`config.mk`:
```
export PLATFORM = sky130hd
export DESIGN_NAME = stepper_move_sequencer_flat
export DESIGN_NICKNAME = d
export VERILOG_FILES = /design/src/hw/rtl/stms_pkg.sv /design/src/hw/rtl/stms_if.sv /design/src/hw/rtl/stepper_move_sequencer.sv /design/src/flat_wrapper.sv
export SDC_FILE = /design/constraint.sdc
export NUM_CORES = 1
export LEC_CHECK = 0
export BUFFER_PORTS_ARGS = -buffer_cell sky130_fd_sc_hd__buf_2
export CORE_ASPECT_RATIO = 0.75
export CORE_MARGIN = 2
export CORE_UTILIZATION = 50
export CTS_BUF_LIST = sky130_fd_sc_hd__clkbuf_2 sky130_fd_sc_hd__clkbuf_4 sky130_fd_sc_hd__clkbuf_8
export DETAILED_ROUTE_END_ITERATION = 8
export PLACE_DENSITY = 0.7
export SLEW_MARGIN = 10
export SYNTH_ARGS = -nofsm -noshare
export SYNTH_HDL_FRONTEND = slang
export SYNTH_SLANG_ARGS = --single-unit
```
`constraint.sdc`:
```
create_clock -name clk_i -period 10.45 [get_ports clk_i]
set_clock_uncertainty 0.2 [all_clocks]
set_input_delay 2.6125 -clock clk_i [delete_from_list [all_inputs] [get_ports clk_i]]
set_output_delay 2.6125 -clock clk_i [all_outputs]
set_load 0.05 [all_outputs]
```
`src/hw/rtl/stms_pkg.sv`:
```
// Package for the stepper move sequencer: opcodes, status codes, run modes
// and configuration register indexes. No dependencies.
`default_nettype none

package stms_pkg;

  localparam logic [2:0] OP_TICK     = 3'd0;
  localparam logic [2:0] OP_STEP     = 3'd1;
  localparam logic [2:0] OP_MOVE_CNT = 3'd2;
  localparam logic [2:0] OP_MOVE_REL = 3'd3;
  localparam logic [2:0] OP_MOVE_TO  = 3'd4;
  localparam logic [2:0] OP_HOME     = 3'd5;
  localparam logic [2:0] OP_SET_POS  = 3'd6;
  localparam logic [2:0] OP_STOP     = 3'd7;

  localparam logic [1:0] ST_OK      = 2'd0;
  localparam logic [1:0] ST_BOUNDS  = 2'd1;
  localparam logic [1:0] ST_AT_TGT  = 2'd2;
  localparam logic [1:0] ST_BUSY    = 2'd3;

  localparam logic [1:0] RUN_IDLE    = 2'd0;
  localparam logic [1:0] RUN_MOVE    = 2'd1;
  localparam logic [1:0] RUN_SEEK    = 2'd2;
  localparam logic [1:0] RUN_RELEASE = 2'd3;

  localparam logic [2:0] CFG_STEP_MODE  = 3'd0;
  localparam logic [2:0] CFG_INVERT_DIR = 3'd1;
  localparam logic [2:0] CFG_STEP_DELAY = 3'd2;
  localparam logic [2:0] CFG_MIN_POS    = 3'd3;
  localparam logic [2:0] CFG_MAX_POS    = 3'd4;
  localparam logic [2:0] CFG_LIMIT_LVL  = 3'd5;
  localparam logic [2:0] CFG_FULL_TBL   = 3'd6;
  localparam logic [2:0] CFG_HALF_TBL   = 3'd7;

  localparam logic [15:0] FULL_TBL_RST = 16'd40035;
  localparam logic [31:0] HALF_TBL_RST = 32'd2563007025;

endpackage

`default_nettype wire

```
`src/hw/rtl/stms_if.sv`:
```
// Handshake interfaces for the stepper move sequencer: command requests,
// result requests and configuration writes. No dependencies.
`default_nettype none

interface stms_cmd_if;
  logic               valid;
  logic               ready;
  logic [2:0]         opcode;
  logic               direction;
  logic signed [31:0] amount;
  logic               limit_switch;
  modport source (output valid, opcode, direction, amount, limit_switch, input ready);
  modport sink   (input valid, opcode, direction, amount, limit_switch, output ready);
endinterface

interface stms_res_if;
  logic               valid;
  logic               ready;
  logic [3:0]         coils;
  logic signed [31:0] position;
  logic               busy_res;
  logic [1:0]         status;
  logic               done_res;
  modport source (output valid, coils, position, busy_res, status, done_res, input ready);
  modport sink   (input valid, coils, position, busy_res, status, done_res, output ready);
endinterface

interface stms_cfg_if;
  logic        valid;
  logic        ready;
  logic [2:0]  index;
  logic [31:0] data;
  modport source (output valid, index, data, input ready);
  modport sink   (input valid, index, data, output ready);
endinterface

`default_nettype wire

```
`src/hw/rtl/stepper_move_sequencer.sv`:
```
// Stepper move sequencer top level: commands pass the command register, then
// the result register; one request accepted per cycle when results are taken.
// The command register feeds one stage of logic that updates the motion state
// and loads the result register; the result register sets the throughput.
// Reset (asynchronous, active low) idles the run, clears position and coils
// and loads the configuration registers with their defaults.
`default_nettype none

module stepper_move_sequencer
  import stms_pkg::*;
#(
  parameter int RELEASE_STEPS = 50,
  parameter int POSITION_BITS = 32,
  parameter int DELAY_BITS    = 32
) (
  input  wire        clk_i,
  input  wire        rst_ni,
  stms_cmd_if.sink   cmd_i,
  stms_cfg_if.sink   cfg_i,
  stms_res_if.source res_o
);

  localparam int PB = POSITION_BITS;
  localparam int SW = ((PB > 32) ? PB : 32) + 2;

  // Configuration registers.
  logic               step_mode_q;
  logic               invert_dir_q;
  logic [31:0]        step_delay_q;
  logic signed [31:0] min_pos_q;
  logic signed [31:0] max_pos_q;
  logic               limit_lvl_q;
  logic [15:0]        full_tbl_q;
  logic [31:0]        half_tbl_q;

  assign cfg_i.ready = 1'b1;

  always_ff @(posedge clk_i or negedge rst_ni) begin
    if (!rst_ni) begin
      step_mode_q  <= 1'b0;
      invert_dir_q <= 1'b0;
      step_delay_q <= 32'd1000;
      min_pos_q    <= 32'sh8000_0000;
      max_pos_q    <= 32'sh7FFF_FFFF;
      limit_lvl_q  <= 1'b0;
      full_tbl_q   <= FULL_TBL_RST;
      half_tbl_q   <= HALF_TBL_RST;
    end else if (cfg_i.valid) begin
      case (cfg_i.index)
        CFG_STEP_MODE:  step_mode_q  <= cfg_i.data[0];
        CFG_INVERT_DIR: invert_dir_q <= cfg_i.data[0];
        CFG_STEP_DELAY: step_delay_q <= cfg_i.data;
        CFG_MIN_POS:    min_pos_q    <= $signed(cfg_i.data);
        CFG_MAX_POS:    max_pos_q    <= $signed(cfg_i.data);
        CFG_LIMIT_LVL:  limit_lvl_q  <= cfg_i.data[0];
        CFG_FULL_TBL:   full_tbl_q   <= cfg_i.data[15:0];
        CFG_HALF_TBL:   half_tbl_q   <= cfg_i.data;
        default: ;
      endcase
    end
  end

  // Command register.
  logic               in_vld_q;
  logic [2:0]         op_q;
  logic               dir_q;
  logic signed [31:0] amt_q;
  logic               sw_q;
  logic               out_vld_q;
  logic               adv;
  logic               fire;

  assign adv         = !out_vld_q || res_o.ready;
  assign fire        = in_vld_q && adv;
  assign cmd_i.ready = !in_vld_q || adv;

  always_ff @(posedge clk_i or negedge rst_ni) begin
    if (!rst_ni) begin
      in_vld_q <= 1'b0;
    end else if (cmd_i.valid && cmd_i.ready) begin
      in_vld_q <= 1'b1;
    end else if (fire) begin
      in_vld_q <= 1'b0;
    end
  end

  always_ff @(posedge clk_i) begin
    if (cmd_i.valid && cmd_i.ready) begin
      op_q  <= cmd_i.opcode;
      dir_q <= cmd_i.direction;
      amt_q <= cmd_i.amount;
      sw_q  <= cmd_i.limit_switch;
    end
  end

  // Motion state.
  logic [2:0]            phase_q, phase_d;
  logic [PB-1:0]         pos_q, pos_d;
  logic [31:0]           steps_q, steps_d;
  logic [DELAY_BITS-1:0] delay_q, delay_d;
  logic                  fwd_q, fwd_d;
  logic [1:0]            run_q, run_d;
  logic [3:0]            coil_q, coil_d;

  // Bounds arithmetic, one add or subtract and compares each.
  logic signed [SW-1:0] p_w, amt_w, lo_w, hi_w, sum_w, diff_w, mag_w;
  logic [31:0]          dist_sat;
  logic [31:0]          amt_abs;

  assign p_w      = SW'($signed(pos_q));
  assign amt_w    = SW'(amt_q);
  assign lo_w     = SW'(min_pos_q);
  assign hi_w     = SW'(max_pos_q);
  assign sum_w    = p_w + amt_w;
  assign diff_w   = amt_w - p_w;
  assign mag_w    = (diff_w < 0) ? -diff_w : diff_w;
  assign dist_sat = (mag_w[SW-1:32] != '0) ? 32'hFFFF_FFFF : mag_w[31:0];
  assign amt_abs  = amt_q[31] ? 32'(-amt_w) : 32'(amt_q);

  logic       step_en;    // phase advance only
  logic       move_en;    // phase advance plus position and delay reload
  logic       step_fwd;
  logic [1:0] status;
  logic       done;
  logic       busy;
  logic       sw_hit;
  logic       due;
  logic [DELAY_BITS-1:0] delay_dec;
  logic       ph_fwd;
  logic [2:0] ph_next;

  always_comb begin
    phase_d  = phase_q;
    pos_d    = pos_q;
    steps_d  = steps_q;
    delay_d  = delay_q;
    fwd_d    = fwd_q;
    run_d    = run_q;
    coil_d   = coil_q;
    step_en  = 1'b0;
    move_en  = 1'b0;
    step_fwd = 1'b0;
    status   = ST_OK;
    done     = 1'b0;
    busy     = (run_q != RUN_IDLE);
    sw_hit   = (sw_q == limit_lvl_q);
    delay_dec = delay_q - 1'b1;
    due      = (delay_q == '0) || (delay_dec == '0);

    case (op_q)
      OP_STOP: begin
        done    = busy;
        run_d   = RUN_IDLE;
        steps_d = '0;
        delay_d = '0;
        coil_d  = 4'b0000;
      end
      OP_TICK: begin
        if (busy) begin
          if (delay_q != '0) begin
            delay_d = delay_dec;
          end
          if (due) begin
            if (run_q == RUN_SEEK) begin
              move_en = 1'b1;
              if (sw_hit) begin
                // Limit reached: back off the other way.
                step_fwd = !fwd_q;
                fwd_d    = !fwd_q;
                steps_d  = 32'(RELEASE_STEPS - 1);
                run_d    = RUN_RELEASE;
              end else begin
                step_fwd = fwd_q;
              end
            end else if (steps_q != '0) begin
              steps_d  = steps_q - 1'b1;
              move_en  = 1'b1;
              step_fwd = fwd_q;
            end else begin
              coil_d = 4'b0000;
              run_d  = RUN_IDLE;
              done   = 1'b1;
            end
          end
        end
      end
      default: begin
        if (busy) begin
          status = ST_BUSY;
        end else begin
          case (op_q)
            OP_STEP: begin
              step_en  = 1'b1;
              step_fwd = dir_q;
            end
            OP_MOVE_CNT: begin
              if (amt_abs == '0) begin
                coil_d = 4'b0000;
                done   = 1'b1;
              end else begin
                move_en  = 1'b1;
                step_fwd = dir_q;
                fwd_d    = dir_q;
                steps_d  = amt_abs - 1'b1;
                run_d    = RUN_MOVE;
              end
            end
            OP_MOVE_REL: begin
              if (amt_q == '0) begin
                status = ST_AT_TGT;
              end else if (sum_w < lo_w || sum_w > hi_w) begin
                status = ST_BOUNDS;
              end else begin
                move_en  = 1'b1;
                step_fwd = !amt_q[31];
                fwd_d    = !amt_q[31];
                steps_d  = amt_abs - 1'b1;
                run_d    = RUN_MOVE;
              end
            end
            OP_MOVE_TO: begin
              if (amt_w < lo_w || amt_w > hi_w) begin
                status = ST_BOUNDS;
              end else if (diff_w == '0) begin
                status = ST_AT_TGT;
              end else begin
                move_en  = 1'b1;
                step_fwd = (diff_w > 0);
                fwd_d    = (diff_w > 0);
                steps_d  = dist_sat - 1'b1;
                run_d    = RUN_MOVE;
              end
            end
            OP_HOME: begin
              move_en = 1'b1;
              if (sw_hit) begin
                step_fwd = !dir_q;
                fwd_d    = !dir_q;
                steps_d  = 32'(RELEASE_STEPS - 1);
                run_d    = RUN_RELEASE;
              end else begin
                step_fwd = dir_q;
                fwd_d    = dir_q;
                steps_d  = '0;
                run_d    = RUN_SEEK;
              end
            end
            OP_SET_POS: begin
              pos_d = PB'(amt_w);
            end
            default: ;
          endcase
        end
      end
    endcase

    // Shared phase stepper; the full-step table uses the index modulo four.
    ph_fwd  = step_fwd ^ invert_dir_q;
    ph_next = '0;
    if (step_mode_q) begin
      ph_next = ph_fwd ? (phase_q + 3'd1) : (phase_q - 3'd1);
    end else begin
      ph_next = {1'b0, ph_fwd ? (phase_q[1:0] + 2'd1) : (phase_q[1:0] - 2'd1)};
    end
    if (step_en || move_en) begin
      phase_d = ph_next;
      coil_d  = step_mode_q ? half_tbl_q[4*ph_next +: 4] : full_tbl_q[4*ph_next[1:0] +: 4];
    end
    if (move_en) begin
      pos_d   = step_fwd ? (pos_q + 1'b1) : (pos_q - 1'b1);
      delay_d = step_delay_q[DELAY_BITS-1:0];
    end
  end

  always_ff @(posedge clk_i or negedge rst_ni) begin
    if (!rst_ni) begin
      phase_q <= '0;
      pos_q   <= '0;
      steps_q <= '0;
      delay_q <= '0;
      fwd_q   <= 1'b0;
      run_q   <= RUN_IDLE;
      coil_q  <= 4'b0000;
    end else if (fire) begin
      phase_q <= phase_d;
      pos_q   <= pos_d;
      steps_q <= steps_d;
      delay_q <= delay_d;
      fwd_q   <= fwd_d;
      run_q   <= run_d;
      coil_q  <= coil_d;
    end
  end

  // Result register.
  logic [3:0]  res_coils_q;
  logic [31:0] res_pos_q;
  logic        res_busy_q;
  logic [1:0]  res_status_q;
  logic        res_done_q;

  always_ff @(posedge clk_i or negedge rst_ni) begin
    if (!rst_ni) begin
      out_vld_q <= 1'b0;
    end else if (fire) begin
      out_vld_q <= 1'b1;
    end else if (res_o.ready) begin
      out_vld_q <= 1'b0;
    end
  end

  always_ff @(posedge clk_i) begin
    if (fire) begin
      res_coils_q  <= coil_d;
      res_pos_q    <= 32'(pos_d);
      res_busy_q   <= (run_d != RUN_IDLE);
      res_status_q <= status;
      res_done_q   <= done;
    end
  end

  assign res_o.valid    = out_vld_q;
  assign res_o.coils    = res_coils_q;
  assign res_o.position = $signed(res_pos_q);
  assign res_o.busy_res = res_busy_q;
  assign res_o.status   = res_status_q;
  assign res_o.done_res = res_done_q;

endmodule

`default_nettype wire
```
`src/flat_wrapper.sv`:
```
// flat-port wrapper written by rule: the top's interface ports become plain ports
module stepper_move_sequencer_flat import stms_pkg::*;
#(
  parameter int RELEASE_STEPS = 50,
  parameter int POSITION_BITS = 32,
  parameter int DELAY_BITS    = 32
)
  (clk_i, rst_ni, cmd_i_valid, cmd_i_opcode, cmd_i_direction, cmd_i_amount, cmd_i_limit_switch, cmd_i_ready, cfg_i_valid, cfg_i_index, cfg_i_data, cfg_i_ready, res_o_valid, res_o_coils, res_o_position, res_o_busy_res, res_o_status, res_o_done_res, res_o_ready);
  stms_cmd_if cmd_i_i ();
  stms_cfg_if cfg_i_i ();
  stms_res_if res_o_i ();
  input  wire clk_i;
  input  wire rst_ni;
  input wire logic [$bits(cmd_i_i.valid)-1:0] cmd_i_valid;
  input wire logic [$bits(cmd_i_i.opcode)-1:0] cmd_i_opcode;
  input wire logic [$bits(cmd_i_i.direction)-1:0] cmd_i_direction;
  input wire logic [$bits(cmd_i_i.amount)-1:0] cmd_i_amount;
  input wire logic [$bits(cmd_i_i.limit_switch)-1:0] cmd_i_limit_switch;
  output wire logic [$bits(cmd_i_i.ready)-1:0] cmd_i_ready;
  input wire logic [$bits(cfg_i_i.valid)-1:0] cfg_i_valid;
  input wire logic [$bits(cfg_i_i.index)-1:0] cfg_i_index;
  input wire logic [$bits(cfg_i_i.data)-1:0] cfg_i_data;
  output wire logic [$bits(cfg_i_i.ready)-1:0] cfg_i_ready;
  output wire logic [$bits(res_o_i.valid)-1:0] res_o_valid;
  output wire logic [$bits(res_o_i.coils)-1:0] res_o_coils;
  output wire logic [$bits(res_o_i.position)-1:0] res_o_position;
  output wire logic [$bits(res_o_i.busy_res)-1:0] res_o_busy_res;
  output wire logic [$bits(res_o_i.status)-1:0] res_o_status;
  output wire logic [$bits(res_o_i.done_res)-1:0] res_o_done_res;
  input wire logic [$bits(res_o_i.ready)-1:0] res_o_ready;
  assign cmd_i_i.valid = cmd_i_valid;
  assign cmd_i_i.opcode = cmd_i_opcode;
  assign cmd_i_i.direction = cmd_i_direction;
  assign cmd_i_i.amount = cmd_i_amount;
  assign cmd_i_i.limit_switch = cmd_i_limit_switch;
  assign cmd_i_ready = cmd_i_i.ready;
  assign cfg_i_i.valid = cfg_i_valid;
  assign cfg_i_i.index = cfg_i_index;
  assign cfg_i_i.data = cfg_i_data;
  assign cfg_i_ready = cfg_i_i.ready;
  assign res_o_valid = res_o_i.valid;
  assign res_o_coils = res_o_i.coils;
  assign res_o_position = res_o_i.position;
  assign res_o_busy_res = res_o_i.busy_res;
  assign res_o_status = res_o_i.status;
  assign res_o_done_res = res_o_i.done_res;
  assign res_o_i.ready = res_o_ready;
  stepper_move_sequencer #(.RELEASE_STEPS(RELEASE_STEPS), .POSITION_BITS(POSITION_BITS), .DELAY_BITS(DELAY_BITS)) u_core (.clk_i(clk_i), .rst_ni(rst_ni), .cmd_i(cmd_i_i), .cfg_i(cfg_i_i), .res_o(res_o_i));
endmodule
```
After elaboration in Yosys (flattened, before gate mapping)
Index checks and enable logic that the tools add are counted.

storage, ports and cells
  bits in registers = 332
  bits in latches = 0
  RAM bits = 0
  bits in read-only memories = 0
  input bits = 77
  output and inout port bits = 43
  word-level logic and storage cells = 239
  memories kept = 0

cells by class
  add/sub/neg operators = 14
  multipliers = 0
  div/mod/pow operators = 0
  magnitude comparators = 6
  eq/ne operators = 35
  shift operators = 2
  multiplexer cells = 111
  bitwise operators = 2
  reductions and logical operators = 43

operators with widths
  operator                 count
  $mux W32                 21
  $sub A32 B1 Y32 const B  5
  $logic_not A32 Y1        4
  $pmux W32 S2             2
  $pmux W32 S4             1
  $reduce_bool A32 Y1      2
  $mux W1                  47
  $mux W4                  9
  $gt A34 B1 Y1 const B    1
  $logic_not A34 Y1        1
  $lt A34 B1 Y1 const B    1
  $mux W34                 1
  $neg A34 Y34             1
  $add A32 B32 Y33         1
  $gt A33 B32 Y1           1
  $lt A33 B32 Y1           1
  $sub A32 B32 Y33         1
  $add A32 B1 Y32 const B  1
  $gt A32 B32 Y1           1
  $lt A32 B32 Y1           1
  $mux W2                  16
  $neg A32 Y32             1
  $shiftx A32 B6 Y4        1
  $eq A3 B3 Y1 const B     8
  other kinds (37)         84

Longest topological paths before layout
Gate-level depths: netlist of run 1.

  depth after elaboration = 14
  mapped depth = 46
  gate-level depth less buffers = 46

Least setup slack after synthesis of run 1
No wires, ideal clock.

  kind = flip-flop to flip-flop
  from = register u_core.amt_q[0]
  to = register u_core.res_pos_q[31] (netlist: u_core.res_o.position[31]), data pin
  library setup time = 0.158 ns
  arrival time = 9.347 ns
  data required time = 10.092 ns
  slack = 0.745 ns
  cell stages (with the launch flop) = 46
  buffers on the path = 0
  clock period less this slack = 9.705 ns
  cell sequence = edfxtp_1 -> ha_1 -> inv_1 -> fa_1 -> o21ba_2 -> o21bai_1 -> a21oi_1 -> nor3_1 -> o31ai_1 -> a211oi_1 -> nor2_1 -> a21oi_1 -> a221oi_1 -> o21ba_2 -> o21bai_1 -> a21oi_1 -> o41ai_1 -> o41a_1 -> (+10 left out) -> a21oi_1 -> a211oi_4 -> ha_1 -> a21o_1 -> a21o_1 -> a2111oi_0 -> o31ai_1 -> a211oi_1 -> o41ai_1 -> a31o_2 -> a211oi_1 -> o21bai_1 -> a21oi_1 -> and3b_1 -> a211oi_1 -> xnor2_1 -> a211o_1 -> o211ai_1

on the way
  longest elaborated chain between the ends = 10
  elaborated cells between the ends (all ways) = 32
  those cells by class = add/sub (3); order compare (5); mux (19); reduce/logical (5)

ends and longest elaborated chain
  what                                                     line                           source
  start, declared                                          stepper_move_sequencer.sv:67   logic signed [31:0] amt_q;
  start signal, assigned                                   stepper_move_sequencer.sv:91   amt_q <= cmd_i.amount;
  $add A32 B32 Y33                                         stepper_move_sequencer.sv:114  assign sum_w = p_w + amt_w;
  $lt A33 B32 Y1 / $gt A33 B32 Y1 (equally long branches)  stepper_move_sequencer.sv:211  end else if (sum_w < lo_w || sum_w > hi_w) begin
  $logic_or A1 B1 Y1                                       stepper_move_sequencer.sv:211
  $mux W1                                                  stepper_move_sequencer.sv:211
  $mux W1                                                  stepper_move_sequencer.sv:209  if (amt_q == '0) begin
  $pmux W1 S5                                              stepper_move_sequencer.sv:191  case (op_q)
  $mux W1                                                  stepper_move_sequencer.sv:188  if (busy) begin
  $pmux W1 S2                                              stepper_move_sequencer.sv:150  case (op_q)
  $mux W32                                                 stepper_move_sequencer.sv:270  pos_d = step_fwd ? (pos_q + 1'b1) : (pos_q - 1'b1);
  $mux W32 *                                               stepper_move_sequencer.sv:269  if (move_en) begin
  via u_core.pos_d[31]                                     stepper_move_sequencer.sv:98   logic [PB-1:0] pos_q, pos_d;
  end signal, assigned                                     stepper_move_sequencer.sv:315  res_pos_q <= 32'(pos_d);
  end, declared                                            stepper_move_sequencer.sv:297  logic [31:0] res_pos_q;

Mark *: on every way through the listed nets, which the timed path passes. The rest lies on a longest branch.
A chain may end at the register's enable or synchronous reset.

Final worst setup path of run 1
Same ends and word-level chain as after synthesis.

==> results of run 1 <==
## kinds of logic after synthesis
kind of cell	Yosys count	share of synthesized area [%]
other cells	1	0.01409
fa+ha+maj	232	11.02
compound gates	860	20.83
xor+xnor	155	5.182
flops	332	32.94
simple gates	888	16.82
buf+inv	308	4.467
mux	192	8.722
## flip-flops by register name (all words and copies together), names as in the netlist, 4 cells and up
signal	count
u_core.amt_q	32
u_core.pos_q	32
u_core.max_pos_q	32
u_core.half_tbl_q	32
u_core.full_tbl_q	16
u_core.res_o.coils	4
u_core.res_o.position	32
u_core.step_delay_q	32
u_core.delay_q	32
u_core.coil_q	4
u_core.steps_q	32
u_core.min_pos_q	32
## area by class of cell
| cell class | count | share of cell area [%] |
|---|---|---|
| Multi-Input combinational cell | 2328 | 56.48 |
| Timing Repair Buffer | 231 | 4.902 |
| Clock inverter | 13 | 0.3903 |
| Tap cell | 712 | 2.988 |
| Clock buffer | 93 | 3.748 |
| Sequential cell | 332 | 29.41 |
| Inverter | 165 | 2.082 |
## power by group through the flow
stage          combinational (mW)  clock, mW  sequential, mW
4_1_cts                      5.52       1.32            2.08
6_report                     5.74       1.29            2.09
3_5_place_dp                 5.48          0            2.10
3_3_place_gp                 5.36          0            2.08
2_1_floorplan                3.77          0            2.13
5_1_grt                      6.22       1.37            2.13
## worst max-delay path, delay by kind of cell (launching register included)
kind                       cells  cell delay (ns)
xor gates and xnor gates       2             0.45
adders and majority gates      4             1.11
DFF                            1             0.39
AOI/OAI and AO/OA             30             5.68
buffers and inverters          6             0.89
and+or+nand+nor                8             0.89
## worst paths after layout
check | end | cells past startpoint | slack [ns]
max | u_core.res_o.position[31] | 50 | 0.64
min | u_core.half_tbl_q[12] | 1 | 0.30
max reg2reg | u_core.res_o.position[31] | 50 | 0.64
min reg2reg | u_core.half_tbl_q[12] | 1 | 0.30
max in group asynchronous | u_core.min_pos_q[28] | 2 | 6.83
min in group asynchronous | u_core.pos_q[16] | 1 | 1.79
## routing by layer
metal  share of wire [%]  routed length (µm)  up-vias  global-route usage, %
met3                 8.9                8208      145                  5.993
met4                 2.6                2375        0                  9.057
met5                   0                   0        -                      0
met1                  47               43440    12100                  49.81
li1                    -                   -    11280                      -
met2                  41               37930     1123                  46.81
## cell usage after synthesis, types with 21 or more instances
cell        n  area share, %
o21a_1     23           0.65
o31ai_1    30           0.85
a211oi_1   30           0.85
nand2_1   216            3.0
nand3_1    54            1.0
o21ai_1    35           0.66
xor2_1     50            1.6
nor3_1     82            1.5
dfstp_2    58            5.7
clkbuf_1  119            1.7
a21oi_1   185            3.5
ha_1      228             11
or3_1      28           0.66
nor4_1     35           0.82
a31oi_1    34           0.80
mux2i_1    29            1.1
a21o_1     53            1.5
o21ai_0   236            4.4
nor2_1    240            3.4
nand2b_1   33           0.78
xnor2_1   103            3.4
nor2b_1    21           0.49
edfxtp_1   77            8.7
inv_1     164            2.3
dfrtp_1   197             19
o211ai_1   34           0.96
mux2_2    143            6.1
nand4_1    42           0.99
## what timing repair did
item / CTS / global route
setup endpoints to repair: 2 / 19
pin swaps: 1 / 19
gates resized for setup: 3 / 35
buffers inserted: 0 / 4
==> results_dict.tcl, run 1 <==
set metrics [dict create \
    overflow 0 \
    wire_per_inst_um 23.74 \
    final_common_cell "nor2_1" \
    pre_cts_ws_ns -0.08743 \
    cts_tree "yes" \
    antenna_found_initial 1 \
    critPathRequiredTime_ns 10.78 \
    intPower_mw 4.681 \
    cts.sinks 332 \
    clk_pin_slew_worst_paths_ns 0.06 \
    maxSlewHeadroom_pct 20.13 \
    syn_to_final_growth_pct 12.02 \
    first_pass_iters 5 \
    yosysSeqAreaShare_pct 32.94 \
    cpMaxStageDelayCell "a211oi_4" \
    insertion_delay_ns 0.70 \
    worstHoldPathType "reg2reg" \
    end_kind "register" \
    postLayoutCoreUtil_pct 56.47 \
    max_slew.worst_pin.slew_ns 1.198 \
    first_iter_violations 2726 \
    synth_area_um2 26610 \
    grt_max_degree 154 \
    ys_ff_latch 332 \
    hold_slack_ns 0.3035 \
    ctsLongestPathBuffers 3 \
    maxCapViolations 0 \
    grt_pass1_wl_um 139100 \
    final.setup.tns_ns 0 \
    dp_cells 3764 \
    period_share_pct 93.89 \
    antenna_cells 0 \
    drc 0 \
    power.share.clock_pct 14.2 \
    synth_cells 2968 \
    port_buffers 118 \
    cts_buffers 56 \
    crit_arrival_ns 10.14 \
    drive_gt1_share_pct 20.49 \
    power_switching_mw 4.443 \
    cts-hold-fix-buffers 0 \
    comb_power_share_pct 62.9 \
    yosys_warnings 0 \
    root_buffer "clkbuf_8" \
    coreArea_um2 52790 \
    ff_latch_area_um2 8767 \
    ant_nets 0 \
    min_period_ns 9.812 \
    finalSetupViolCount 0 \
    layoutNonFillerInstCount 3874 \
    async_flop_share_pct 76.81 \
    report.final.hold_viol_count 0 \
    clock.fmax_ghz 0.1019 \
    grt_use_total_pct 32.63 \
    finalWorstSetupSlack_ns 0.6384 \
    fillers 4810 \
    crit_start "u_core.amt_q[0]" \
    min_from "u_core.half_tbl_q[12]" \
    powerDensity_nw_per_um2 306.1 \
    ctsHtreeMaxLevel 2 \
    via_per_inst 6.363 \
    crit_path_max_fanout 5 \
    swShare_pct 48.70 \
    wl_um 91960 \
    critPathLaunchType "register" \
    ys_types 107 \
    placed_area_um2 28390 \
    die_x_um 270.4 \
    critical-path-max-stage-delay_ns 0.49 \
    dp_hpwl_um 69940 \
    synthesis.nets 3277 \
    start_util_pct 50.41 \
    grt_pass1_vias 23070 \
    pin_count 120 \
    leakage_nw 12.53 \
    vdd_drop_max_mv 0.1600 \
    num_rows 73 \
    vias 24650 \
    seqPwrFrac_pct 22.9 \
    p_total_mw 9.123 \
    design_area_um2 29810 \
    final_nets 3423 \
    outcome "completed" \
    synth-edff-count 77 \
    yosys_most_used_dff "dfrtp_1" \
    die_h_um 203.8 \
    worstSetupPathType "reg2reg" \
    slew_viol_final 0 \
    r2r-start "u_core.amt_q[0]" \
    syn_area_per_cell_um2 8.966 \
    gp_congestion 1.016 \
    mostFrequentLayoutCells "239 x nor2_1, 233 x o21ai_0, 227 x ha_1, 215 x nand2_1, 196 x dfrtp_1" \
    multi_input_area_um2 16840 \
    die-area_um2 55100 \
]
(Power assumes the default switching activity.)
==> inputs of run 2 (changes only) <==
Settings changed: CELL_PAD_IN_SITES_DETAIL_PLACEMENT set to 2, CELL_PAD_IN_SITES_GLOBAL_PLACEMENT set to 2, CORE_UTILIZATION 50 to 37, PLACE_DENSITY 0.7 to unset, PLACE_DENSITY_LB_ADDON set to 0.1.
==> results_dict.tcl, run 2 (synthesized netlist as in run 1, its figures left out) <==
set metrics [dict create \
    start_util_pct 37.23 \
    intPower_mw 4.874 \
    comb_power_share_pct 63.9 \
    cpMaxStageDelayCell "nor4_2" \
    via_per_inst 6.047 \
    dp_cells 4033 \
    postLayoutCoreUtil_pct 42.82 \
    final_common_cell "nor2_1" \
    dp_hpwl_um 90700 \
    crit_top_cell "buf_4" \
    hold_slack_ns 0.3085 \
    clock.fmax_ghz 0.09886 \
    crit_arrival_ns 10.34 \
    worstHoldPathType "reg2reg" \
    wire_per_inst_um 28.12 \
    power.share.clock_pct 14.4 \
    vdd_drop_max_mv 0.1889 \
    grt_max_degree 173 \
    swShare_pct 50.02 \
    ctsHtreeMaxLevel 2 \
    leakage_nw 12.78 \
    final_nets 3461 \
    antenna_found_initial 10 \
    ant_nets 0 \
    critPathRequiredTime_ns 10.67 \
    cts_buffers 59 \
    multi_input_area_um2 16950 \
    maxSlewHeadroom_pct 24.53 \
    die_h_um 236.3 \
    syn_to_final_growth_pct 14.99 \
    finalSetupViolCount 0 \
    worstSetupPathType "reg2reg" \
    grt_pass1_vias 26850 \
    pin_count 120 \
    layoutNonFillerInstCount 4160 \
    critical-path-max-stage-delay_ns 0.45 \
    ff_latch_area_um2 8766 \
    wl_um 117000 \
    min_period_ns 10.12 \
    die_x_um 313.7 \
    power_switching_mw 4.877 \
    coreArea_um2 71470 \
    port_buffers 118 \
    first_iter_violations 1911 \
    ctsLongestPathBuffers 3 \
    mostFrequentLayoutCells "240 x nor2_1, 233 x o21ai_0, 227 x ha_1, 215 x nand2_1, 197 x dfrtp_1" \
    powerDensity_nw_per_um2 318.7 \
    grt_use_total_pct 31.16 \
    die-area_um2 74100 \
    drc 0 \
    critPathLaunchType "register" \
    report.final.hold_viol_count 0 \
    drive_gt1_share_pct 21.79 \
    antenna_cells 0 \
    clk_pin_slew_worst_paths_ns 0.07 \
    overflow 0 \
    period_share_pct 96.80 \
    max_slew.worst_pin.slew_ns 1.123 \
    insertion_delay_ns 0.71 \
    cp_num_buf_inv 7 \
    outcome "completed" \
    p_total_mw 9.751 \
    maxCapViolations 0 \
    seqPwrFrac_pct 21.7 \
    cts.sinks 332 \
    cts-hold-fix-buffers 0 \
    vias 25160 \
    end_kind "register" \
    cp_top_family "compound AO/OA/AOI/OAI gates" \
    grt_pass1_wl_um 175000 \
    num_rows 85 \
    slew_viol_final 0 \
    gp_congestion 0.9273 \
    first_pass_iters 7 \
    crit_path_max_fanout 5 \
    root_buffer "clkbuf_8" \
    fillers 7840 \
    cts_tree "yes" \
]
-- run 2: path summary, 6_finish.rpt --
kind                                                   to  slack [ns]                 start  cells past startpoint
worst min-delay path                 u_core.min_pos_q[11]        0.31  u_core.min_pos_q[11]                      1
worst max register to register  u_core.res_o.position[28]        0.33       u_core.pos_q[0]                     48
min in group asynchronous               u_core.steps_q[3]        1.78                rst_ni                      1
worst min register to register       u_core.min_pos_q[11]        0.31  u_core.min_pos_q[11]                      1
worst max-delay path            u_core.res_o.position[28]        0.33       u_core.pos_q[0]                     48
max in group asynchronous            u_core.full_tbl_q[3]        6.75                rst_ni                      2
-- run 2: layout make-up --
class / instances / share of cell area [%]
Clock buffer: 97 / 3.893
Clock inverter: 15 / 0.4743
Inverter: 165 / 2.028
Multi-Input combinational cell: 2328 / 55.40
Sequential cell: 332 / 28.65
Tap cell: 957 / 3.913
Timing Repair Buffer: 266 / 5.651
-- run 2: power groups by stage --
stage	Combinational, mW	Sequential [mW]	Clock (mW)
after floorplan	3.77	2.13	0
after global placement	5.65	2.09	0
after detailed placement	5.90	2.13	0
after CTS	5.99	2.11	1.44
after global routing	6.77	2.17	1.49
final	6.23	2.12	1.40
-- run 2: worst reg2reg max path: cells and delay by family (launching register included) --
| family | cells | cell delay (ns) |
|---|---|---|
| AOI/OAI and AO/OA | 22 | 4.33 |
| xor gates and xnor gates | 2 | 0.36 |
| adders and majority gates | 4 | 1.06 |
| buffers and inverters | 7 | 1.12 |
| DFF | 1 | 0.36 |
| muxes | 1 | 0.13 |
| and+or+nand+nor | 12 | 2.34 |
-- run 2: per-layer routing --
metal | vias up | global-route usage (%) | part of all wire [%]
li1 | 11350 | - | -
met1 | 12940 | 45.02 | 48
met2 | 681 | 45.82 | 42
met3 | 176 | 7.297 | 6.8
met4 | 6 | 9.381 | 3.1
met5 | - | 0 | 0.038
-- run 2: repair_timing --
item / CTS / global route
cloned: 0 / 1
endpoints found under the setup margin: 20 / 21
pin swaps: 2 / 33
gates resized for setup: 18 / 39
setup buffers: 0 / 14
-- run 2: metrics by stage --
step / setup TNS (ns) / setup WS [ns] / instance area (µm²)
2_1_floorplan: 0 / 0.7451 / 26610
5_1_grt: -0.09718 / -0.03502 / 30600
6_report: 0 / 0.3345 / 30600
3_3_place_gp: -0.2749 / -0.1835 / 28880
3_5_place_dp: -5.635 / -0.7047 / 28880
4_1_cts: 0 / 0.009103 / 30310
